$ cat src/rtl/deadline_ordered_timer_queue_top_macros.svh
// ----------------------------------------------------------------------------
// Timer queue assertion macros
// Concurrent property wrappers, empty in synthesis.
// ----------------------------------------------------------------------------
`ifndef DEADLINE_ORDERED_TIMER_QUEUE_TOP_MACROS_SVH
`define DEADLINE_ORDERED_TIMER_QUEUE_TOP_MACROS_SVH
`ifndef SYNTHESIS
`define DOTQ_ASSERT_NOW(lbl, clk, rstn, ante, cons) \
  lbl: assert property (@(posedge clk) disable iff (!rstn) (ante) |-> (cons)) \
    else $error("timer queue check failed");
`define DOTQ_ASSERT_NEXT(lbl, clk, rstn, ante, cons) \
  lbl: assert property (@(posedge clk) disable iff (!rstn) (ante) |=> (cons)) \
    else $error("timer queue check failed");
`else
`define DOTQ_ASSERT_NOW(lbl, clk, rstn, ante, cons)
`define DOTQ_ASSERT_NEXT(lbl, clk, rstn, ante, cons)
`endif
`endif

$ cat src/rtl/dotq_pkg.sv
// ----------------------------------------------------------------------------
// Timer queue package
// Transaction types, status codes and key ordering.
// ----------------------------------------------------------------------------
`default_nettype none
package dotq_pkg;

  localparam int MAX_RESULTS = 16;
  localparam int RI_AW = 4;
  localparam int RI_CW = 5;

  localparam logic [1:0] ST_ADD   = 2'd0;
  localparam logic [1:0] ST_FIRED = 2'd1;
  localparam logic [1:0] ST_NONE  = 2'd2;
  localparam logic [1:0] ST_FULL  = 2'd3;

  localparam logic [62:0] DL_MAX = {63{1'b1}};

  typedef struct packed {
    logic        action;
    logic [62:0] time_us;
    logic [31:0] interval_us;
    logic [7:0]  timer_id;
  } in_t;

  typedef struct packed {
    logic [1:0]  status;
    logic [7:0]  fired_id;
    logic [62:0] fired_deadline_us;
    logic        rearm;
    logic [62:0] next_deadline_us;
    logic        last;
  } out_t;

  typedef struct packed {
    logic [62:0] dl;
    logic [31:0] iv;
    logic [7:0]  id;
  } entry_t;

  typedef struct packed {
    logic [31:0] iv;
    logic [7:0]  id;
  } ri_t;

  function automatic logic key_after(input logic [62:0] da, input logic [7:0] ia,
                                     input logic [62:0] db, input logic [7:0] ib);
    return (da > db) || ((da == db) && (ia > ib));
  endfunction

endpackage
`default_nettype wire

$ cat src/rtl/dotq_ram.sv
// ----------------------------------------------------------------------------
// Timer queue RAM
// Single write port, single read port, registered read data.
// ----------------------------------------------------------------------------
`default_nettype none
module dotq_ram #(
  parameter int WIDTH = 8,
  parameter int DEPTH = 16
) (
  input  wire logic                     clk,
  input  wire logic                     wr_en,
  input  wire logic [$clog2(DEPTH)-1:0] wr_addr,
  input  wire logic [WIDTH-1:0]         wr_data,
  input  wire logic [$clog2(DEPTH)-1:0] rd_addr,
  output logic      [WIDTH-1:0]         rd_data
);

  logic [WIDTH-1:0] mem_r [DEPTH];
  logic [WIDTH-1:0] rd_data_r;

  always_ff @(posedge clk) begin
    if (wr_en) begin
      mem_r[wr_addr] <= wr_data;
    end
    rd_data_r <= mem_r[rd_addr];
  end

  assign rd_data = rd_data_r;

endmodule
`default_nettype wire

$ cat src/rtl/deadline_ordered_timer_queue_top.sv
// ----------------------------------------------------------------------------
// Deadline ordered timer queue
// Sorted timer store in a circular RAM with insertion walk and expire sweep.
// ----------------------------------------------------------------------------
// An add keeps busy high through a read, compare and write-back walk over each
// held entry that sorts after the new timer, on the queue RAM with its one read
// port and one write port. An add to a full queue never raises busy. An expire
// scans and pops each fired timer, up to MAX_RESULTS, then reloads each repeating
// timer and runs its insertion walk, and then finishes.
// busy falls in the cycle that shows the last result of a transaction, and the
// next transaction may be accepted at the edge that ends that cycle.
// Results appear on out_item for one cycle with out_strobe and cannot be held.
`default_nettype none
`include "deadline_ordered_timer_queue_top_macros.svh"
module deadline_ordered_timer_queue_top #(
  parameter int QUEUE_DEPTH = 16
) (
  input  wire logic          clk,
  input  wire logic          rst_n,
  input  wire logic          start,
  output logic               busy,
  input  wire dotq_pkg::in_t in_item,
  output logic               out_strobe,
  output dotq_pkg::out_t     out_item
);
  import dotq_pkg::*;

  localparam int AW = (QUEUE_DEPTH > 1) ? $clog2(QUEUE_DEPTH) : 1;
  localparam int CW = $clog2(QUEUE_DEPTH + 1);

  typedef enum logic [7:0] {
    S_IDLE    = 8'b0000_0001,
    S_POP_RD  = 8'b0000_0010,
    S_POP_CHK = 8'b0000_0100,
    S_RI_RD   = 8'b0000_1000,
    S_RI_LD   = 8'b0001_0000,
    S_INS_RD  = 8'b0010_0000,
    S_INS_CMP = 8'b0100_0000,
    S_FIN     = 8'b1000_0000
  } state_t;

  state_t         state_r, state_nxt;
  logic [CW-1:0]  cnt_r, cnt_nxt;
  logic [CW-1:0]  pos_r, pos_nxt;
  logic [AW-1:0]  hd_r, hd_nxt;
  logic [62:0]    head_dl_r, head_dl_nxt;
  entry_t         ins_r, ins_nxt;
  logic           exp_r, exp_nxt;
  logic           rearm_r, rearm_nxt;
  logic [62:0]    t_r, t_nxt;
  logic [RI_CW-1:0] n_r, n_nxt;
  logic [RI_CW-1:0] rn_r, rn_nxt;
  logic [RI_CW-1:0] rk_r, rk_nxt;
  logic [7:0]     pend_id_r, pend_id_nxt;
  logic [62:0]    pend_dl_r, pend_dl_nxt;
  out_t           out_r, out_nxt;
  logic           out_valid_r, out_valid_nxt;

  logic           q_we;
  logic [AW-1:0]  q_waddr, q_raddr;
  entry_t         q_wdata, q_rdata;
  logic           r_we;
  logic [RI_AW-1:0] r_waddr, r_raddr;
  ri_t            r_wdata, r_rdata;
  logic           ins_done;
  logic [63:0]    sum;

  function automatic logic [AW-1:0] phys(input logic [AW-1:0] base, input logic [CW-1:0] p);
    logic [CW:0] s;
    s = (CW + 1)'(base) + (CW + 1)'(p);
    if (s >= (CW + 1)'(QUEUE_DEPTH)) begin
      s = s - (CW + 1)'(QUEUE_DEPTH);
    end
    return s[AW-1:0];
  endfunction

  dotq_ram #(.WIDTH($bits(entry_t)), .DEPTH(QUEUE_DEPTH)) u_queue_ram (
    .clk     (clk),
    .wr_en   (q_we),
    .wr_addr (q_waddr),
    .wr_data (q_wdata),
    .rd_addr (q_raddr),
    .rd_data (q_rdata)
  );

  dotq_ram #(.WIDTH($bits(ri_t)), .DEPTH(MAX_RESULTS)) u_reinsert_ram (
    .clk     (clk),
    .wr_en   (r_we),
    .wr_addr (r_waddr),
    .wr_data (r_wdata),
    .rd_addr (r_raddr),
    .rd_data (r_rdata)
  );

  always_comb begin
    state_nxt     = state_r;
    cnt_nxt       = cnt_r;
    pos_nxt       = pos_r;
    hd_nxt        = hd_r;
    head_dl_nxt   = head_dl_r;
    ins_nxt       = ins_r;
    exp_nxt       = exp_r;
    rearm_nxt     = rearm_r;
    t_nxt         = t_r;
    n_nxt         = n_r;
    rn_nxt        = rn_r;
    rk_nxt        = rk_r;
    pend_id_nxt   = pend_id_r;
    pend_dl_nxt   = pend_dl_r;
    out_nxt       = out_r;
    out_valid_nxt = 1'b0;
    q_we          = 1'b0;
    q_waddr       = phys(hd_r, pos_r);
    q_wdata       = ins_r;
    q_raddr       = hd_r;
    r_we          = 1'b0;
    r_waddr       = n_r[RI_AW-1:0];
    r_wdata       = '{iv: q_rdata.iv, id: q_rdata.id};
    r_raddr       = rk_r[RI_AW-1:0];
    ins_done      = 1'b0;
    sum           = {1'b0, t_r} + {32'd0, r_rdata.iv};

    unique case (state_r)
      S_IDLE: begin
        if (start) begin
          if (!in_item.action) begin
            if (cnt_r == CW'(QUEUE_DEPTH)) begin
              out_valid_nxt = 1'b1;
              out_nxt = '{status: ST_FULL, fired_id: in_item.timer_id,
                          fired_deadline_us: in_item.time_us, rearm: 1'b0,
                          next_deadline_us: head_dl_r, last: 1'b1};
            end else begin
              ins_nxt   = '{dl: in_item.time_us, iv: in_item.interval_us,
                            id: in_item.timer_id};
              rearm_nxt = (cnt_r == '0) || (in_item.time_us < head_dl_r);
              exp_nxt   = 1'b0;
              pos_nxt   = cnt_r;
              state_nxt = S_INS_RD;
            end
          end else begin
            t_nxt     = in_item.time_us;
            exp_nxt   = 1'b1;
            n_nxt     = '0;
            rn_nxt    = '0;
            state_nxt = S_POP_RD;
          end
        end
      end
      S_POP_RD: begin
        state_nxt = S_POP_CHK;
      end
      S_POP_CHK: begin
        if ((cnt_r != '0) && (n_r < RI_CW'(MAX_RESULTS)) && (q_rdata.dl <= t_r)) begin
          hd_nxt  = phys(hd_r, CW'(1));
          cnt_nxt = cnt_r - CW'(1);
          n_nxt   = n_r + RI_CW'(1);
          if (n_r != '0) begin
            out_valid_nxt = 1'b1;
            out_nxt = '{status: ST_FIRED, fired_id: pend_id_r,
                        fired_deadline_us: pend_dl_r, rearm: 1'b0,
                        next_deadline_us: '0, last: 1'b0};
          end
          pend_id_nxt = q_rdata.id;
          pend_dl_nxt = q_rdata.dl;
          if (q_rdata.iv != '0) begin
            r_we   = 1'b1;
            r_waddr = rn_r[RI_AW-1:0];
            rn_nxt = rn_r + RI_CW'(1);
          end
          state_nxt = S_POP_RD;
        end else begin
          if (cnt_r != '0) begin
            head_dl_nxt = q_rdata.dl;
          end
          if (n_r == '0) begin
            out_valid_nxt = 1'b1;
            out_nxt = '{status: ST_NONE, fired_id: '0, fired_deadline_us: '0,
                        rearm: (cnt_r != '0),
                        next_deadline_us: (cnt_r != '0) ? q_rdata.dl : 63'd0,
                        last: 1'b1};
            state_nxt = S_IDLE;
          end else begin
            rk_nxt    = '0;
            state_nxt = S_RI_RD;
          end
        end
      end
      S_RI_RD: begin
        if (rk_r == rn_r) begin
          state_nxt = S_FIN;
        end else begin
          state_nxt = S_RI_LD;
        end
      end
      S_RI_LD: begin
        ins_nxt   = '{dl: sum[63] ? DL_MAX : sum[62:0], iv: r_rdata.iv, id: r_rdata.id};
        rk_nxt    = rk_r + RI_CW'(1);
        pos_nxt   = cnt_r;
        state_nxt = S_INS_RD;
      end
      S_INS_RD: begin
        if (pos_r == '0) begin
          q_we     = 1'b1;
          ins_done = 1'b1;
        end else begin
          q_raddr   = phys(hd_r, pos_r - CW'(1));
          state_nxt = S_INS_CMP;
        end
      end
      S_INS_CMP: begin
        q_we = 1'b1;
        if (key_after(q_rdata.dl, q_rdata.id, ins_r.dl, ins_r.id)) begin
          q_wdata   = q_rdata;
          pos_nxt   = pos_r - CW'(1);
          state_nxt = S_INS_RD;
        end else begin
          ins_done = 1'b1;
        end
      end
      S_FIN: begin
        out_valid_nxt = 1'b1;
        out_nxt = '{status: ST_FIRED, fired_id: pend_id_r, fired_deadline_us: pend_dl_r,
                    rearm: (cnt_r != '0),
                    next_deadline_us: (cnt_r != '0) ? head_dl_r : 63'd0, last: 1'b1};
        state_nxt = S_IDLE;
      end
      default: begin
        state_nxt = S_IDLE;
      end
    endcase

    if (ins_done) begin
      cnt_nxt = cnt_r + CW'(1);
      if (pos_r == '0) begin
        head_dl_nxt = ins_r.dl;
      end
      if (exp_r) begin
        state_nxt = S_RI_RD;
      end else begin
        out_valid_nxt = 1'b1;
        out_nxt = '{status: ST_ADD, fired_id: ins_r.id, fired_deadline_us: ins_r.dl,
                    rearm: rearm_r,
                    next_deadline_us: (pos_r == '0) ? ins_r.dl : head_dl_r, last: 1'b1};
        state_nxt = S_IDLE;
      end
    end
  end

  always_ff @(posedge clk) begin
    if (!rst_n) begin
      state_r     <= S_IDLE;
      cnt_r       <= '0;
      hd_r        <= '0;
      out_valid_r <= 1'b0;
    end else begin
      state_r     <= state_nxt;
      cnt_r       <= cnt_nxt;
      hd_r        <= hd_nxt;
      out_valid_r <= out_valid_nxt;
    end
    pos_r     <= pos_nxt;
    head_dl_r <= head_dl_nxt;
    ins_r     <= ins_nxt;
    exp_r     <= exp_nxt;
    rearm_r   <= rearm_nxt;
    t_r       <= t_nxt;
    n_r       <= n_nxt;
    rn_r      <= rn_nxt;
    rk_r      <= rk_nxt;
    pend_id_r <= pend_id_nxt;
    pend_dl_r <= pend_dl_nxt;
    out_r     <= out_nxt;
  end

  assign busy       = (state_r != S_IDLE);
  assign out_strobe = out_valid_r;
  assign out_item   = out_r;

  `DOTQ_ASSERT_NOW(a_cnt_bound, clk, rst_n, 1'b1, cnt_r <= CW'(QUEUE_DEPTH))
  `DOTQ_ASSERT_NOW(a_last_idle, clk, rst_n, out_valid_r && out_r.last, !busy)
  `DOTQ_ASSERT_NEXT(a_full_no_change, clk, rst_n,
                    start && !busy && !in_item.action && (cnt_r == CW'(QUEUE_DEPTH)),
                    !busy && (cnt_r == CW'(QUEUE_DEPTH)))
  `DOTQ_ASSERT_NOW(a_fire_bound, clk, rst_n, busy, n_r <= RI_CW'(MAX_RESULTS))

endmodule
`default_nettype wire
$ cat config.mk
export PLATFORM = sky130hd
export DESIGN_NAME = deadline_ordered_timer_queue_top
export DESIGN_NICKNAME = d
export VERILOG_FILES = /design/src/rtl/dotq_pkg.sv /design/src/rtl/dotq_ram.sv /design/src/rtl/deadline_ordered_timer_queue_top.sv
export VERILOG_INCLUDE_DIRS = /design/src /design/src/rtl
export SDC_FILE = /design/constraint.sdc
export NUM_CORES = 2
export LEC_CHECK = 0
export BUFFER_PORTS_ARGS = -buffer_cell sky130_fd_sc_hd__buf_2
export CORE_ASPECT_RATIO = 1.75
export CORE_MARGIN = 4
export CORE_UTILIZATION = 55
export CTS_CLUSTER_DIAMETER = 100
export DETAILED_ROUTE_END_ITERATION = 10
export PLACE_DENSITY = 0.75
export SYNTH_ARGS = -nofsm -noshare
export SYNTH_HDL_FRONTEND = slang
export SYNTH_SLANG_ARGS = --single-unit
$ cat constraint.sdc
create_clock -name clk -period 7.25 [get_ports clk]
set_clock_uncertainty 0.1 [all_clocks]
set_input_delay 0.725 -clock clk [delete_from_list [all_inputs] [get_ports clk]]
set_output_delay 0.725 -clock clk [all_outputs]
set_load 0.05 [all_outputs]
==> results.sh <==
export IMPL_wl_mm=379
export IMPL_critPathArrivalTime_ns=6.97
export IMPL_placement_rows=227
export IMPL_cts_path_max_buffers=4
export IMPL_synth_area_leader_cell="edfxtp_1"
export IMPL_p_clk_share_pct=40.5
export IMPL_dpl_hpwl_mm=234
export IMPL_crit_chain="ha_1, nand4_1, nor3_1, a221oi_1, o21ai_0, nor4_1, o31a_1, mux2i_1, or2_4, buf_4, a221oi_1, a21oi_1"
export IMPL_dp_cells=11900
export IMPL_dieArea_um2=227000
export IMPL_crit_type="flip-flop to flip-flop"
export IMPL_critPathLaunch="u_queue_ram.rd_data[83]$_DFF_P_"
export IMPL_synth_ff_type="edfxtp_1"
export IMPL_p_per_area_nw_per_um2=243
export IMPL_port_buffers=246
export IMPL_cp_end_kind="flip-flop"
export IMPL_async_flop_share_pct=0
export IMPL_yosysUniqueCellTypes=81
export IMPL_reg2regPathDepth=12
export IMPL_critPathTopFamily="compound AO/OA/AOI/OAI gates"
export IMPL_slowest_stage="dfxtp_1"
export IMPL_wl_per_cell_um=30.6
export IMPL_grt_overflow_total=0
export IMPL_cts_root_buf="clkbuf_16"
export IMPL_cp_max_fo=50
export IMPL_clk_insertion_delay_late_ns=0.91
export IMPL_core_area_um2=218000
export IMPL_cp_required_ns=7.94
export IMPL_finalSetupViolCount=0
export IMPL_synthToLayoutAreaGrowth_pct=11.2
export IMPL_synth_fp_nets=9438
export IMPL_cts_tree="built"
export IMPL_die_w_um=362
export IMPL_start_util_pct=55.3
export IMPL_worstSetupStartpointType="flip-flop"
export IMPL_yosys_warnings=0
export IMPL_syn_area_um2=121000
export IMPL_cts_setup_buffers=0
export IMPL_die_h_um=628
export IMPL_final_layout_size_suffix_gt1_share_pct=12.6
export IMPL_final_cell_mix="edfxtp_1 (2547), nand2_1 (2073), a21oi_1 (452)"
export IMPL_ys_seq_area_share_pct=69.3
export IMPL_switching_share_pct=21.2
export IMPL_fin_cells=12400
export IMPL_grt_pass1_vias=79700
export IMPL_htreeDepth=4
export IMPL_grt_max_degree=160
export IMPL_fillCellCount=15700
export IMPL_path_clk_slew_ns=0.07
export IMPL_synth_area_top_cells="edfxtp_1 (63%), nand2_1 (6.5%), dfxtp_1 (6.0%)"
export IMPL_clock_sinks=2909
export IMPL_postLayoutCoreUtil_pct=61.5
export IMPL_path_common_cell="a221oi_1"
export IMPL_io_pins=247
export IMPL_drv_slew=0
export IMPL_rsz0062_at_grt="false"
export IMPL_synth_edff_count=2547
export IMPL_grtUsageTotal_pct=32.7
export IMPL_fin_crit_sh_pct=86.7
export IMPL_cp_buffers_inverters=1
export IMPL_status="finished clean"
export IMPL_combPwrFrac_pct=3.3
export IMPL_numCtsBuffers=247
export IMPL_vias=81300
export IMPL_tns_ns=0
export IMPL_relSlewSlack_pct=8.49
export IMPL_route_detailed_drc=0
export IMPL_avgSynthCellArea_um2=13.3
export IMPL_p_switching_mw=6.93
export IMPL_cp_endpoint="out_item[96]$_DFF_P_"
export IMPL_p_leak_nw=47.2
export IMPL_hold_viol_final=0
export IMPL_synth_top_area_share_pct=63.3
export IMPL_cp_depth=12
export IMPL_grt_pass1_wl_mm=540
export IMPL_antenna_found_initial=43
export IMPL_fmax_mhz=159
export IMPL_ff2ff_setup_slack_ns=0.97
export IMPL_hold_class="input port to flip-flop"
export IMPL_ir_worst_vdd_mv=0.203
export IMPL_max_slew_worst_pin_slew_ns=1.36
export IMPL_num_nets_final=9627
export IMPL_drt_iter0_markers=10800
export IMPL_ant_nets=0
export IMPL_synthCells=9084
export IMPL_dr_pass1_iters=8
export IMPL_via_per_inst=6.56
export IMPL_r2r_start="u_queue_ram.rd_data[83]$_DFF_P_"
export IMPL_synth_seq_cells=2909
export IMPL_cpPeakStageDelay_ns=0.87
export IMPL_rr_endpoint="out_item[96]$_DFF_P_"
export IMPL_routabilityCongestion=0.988
export IMPL_final_common_cell="edfxtp_1"
export IMPL_period_needed_ns=6.28
export IMPL_p_int_mw=25.7
export IMPL_seqPwrFrac_pct=56.2
export IMPL_maxCapViolCount=0
flip-flops by register name, summed over array words and instances (netlist names), 5 cells and up:
name                    count
pend_id_r                   8
t_r                        63
head_dl_r                  63
out_item                  138
u_queue_ram.rd_data       103
u_reinsert_ram.mem_r      640
rk_r                        5
ins_r                     103
n_r                         5
pend_dl_r                  63
u_queue_ram.mem_r        1648
pos_r                       5
u_reinsert_ram.rd_data     40
state_r                     8
rn_r                        5
cnt_r                       5
cell usage after synthesis, types with 9 or more instances:
cell type,number
a21oi_1,454
a311oi_1,311
nor4_1,27
a21o_1,46
edfxtp_1,2547
nand3_1,447
nor3_1,38
xnor2_1,54
a31oi_1,140
mux2_2,36
and3_1,220
nand3b_1,10
mux4_2,200
nor2b_1,14
clkbuf_1,374
nor2_1,303
buf_1,31
or3_1,9
mux2i_1,132
a211oi_1,72
o21ai_0,141
nand2b_1,15
xor2_1,31
ha_1,244
and2_1,12
nand2_1,2075
a22o_1,132
inv_1,218
nand4_1,56
buf_2,151
a221oi_1,80
dfxtp_1,362
metrics by stage:
stage	worst slack (ns)	instance area, um2	hold slack, ns	total power [mW]
finish	0.965	134000	0.0308	32.7
global route	1.07	134000	0.0173	33.5
CTS	1.17	134000	0.000528	32.7
detailed placement	1.23	126000	0.385	19.7
global placement	1.34	126000	0.388	19.7
floorplan	0.383	121000	0.361	19.2
per-layer routing:
| layer | GRT usage [%] | part of all wire, % |
|---|---|---|
| met3 | 6.06 | 9.3 |
| met5 | 0 | 0.042 |
| met1 | 37.2 | 33 |
| met4 | 25.7 | 9.4 |
| met2 | 54.5 | 49 |
power groups by stage:
stage | combinational (mW) | clock [mW] | sequential, mW
floorplan | 0.530 | 0 | 18.7
CTS | 1.06 | 13.3 | 18.3
global placement | 1.02 | 0 | 18.7
detailed placement | 1.04 | 0 | 18.7
global route | 1.14 | 14.0 | 18.3
finish | 1.08 | 13.2 | 18.3
area by class of cell:
class | count | area [um2] | area share (%)
well taps | 2862 | 3580 | 2.67
flip-flops and latches | 2909 | 83700 | 62.4
repair buffers | 503 | 3780 | 2.81
clock buffers | 318 | 6690 | 4.98
inverters | 222 | 836 | 0.623
multi-input cells | 5390 | 34300 | 25.5
diodes | 46 | 115 | 0.0857
clock inverters | 132 | 1260 | 0.941
worst min-delay path by stage:
stage,to,start,depth (start not counted),slack (ns)
6_report,t_r[24]$_DFFE_PP_,in_item[64],1,0.03
2_1_floorplan,out_item[64]$_DFF_P_,rearm_r$_DFFE_PP_,2,0.36
3_3_place_gp,ins_r[0]$_DFFE_PP_,u_reinsert_ram.rd_data[0]$_DFF_P_,2,0.39
3_5_place_dp,ins_r[0]$_DFFE_PP_,u_reinsert_ram.rd_data[0]$_DFF_P_,2,0.38
5_1_grt,t_r[55]$_DFFE_PP_,in_item[95],1,0.02
4_1_cts,ins_r[4]$_DFFE_PP_,in_item[4],3,0.0005
cell families after synthesis:
kind of cell	count (synthesis)	synth area share (%)
AO/OA/AOI/OAI	1426	8.07
XOR/XNOR	85	0.617
adder cells (fa/ha/maj)	248	2.59
buffers and inverters	785	2.64
flip-flops	2909	69.3
multiplexers	370	5.18
AND/OR/NAND/NOR	3261	11.6
what timing repair did:
item | 4_1_cts | 5_1_grt
hold buffers | 7 | 0
gates resized for setup | 0 | 0
endpoints found under the hold margin | 7 | 0
endpoints found under the setup margin | 0 | 0
Power figures use the tool's default switching activity.
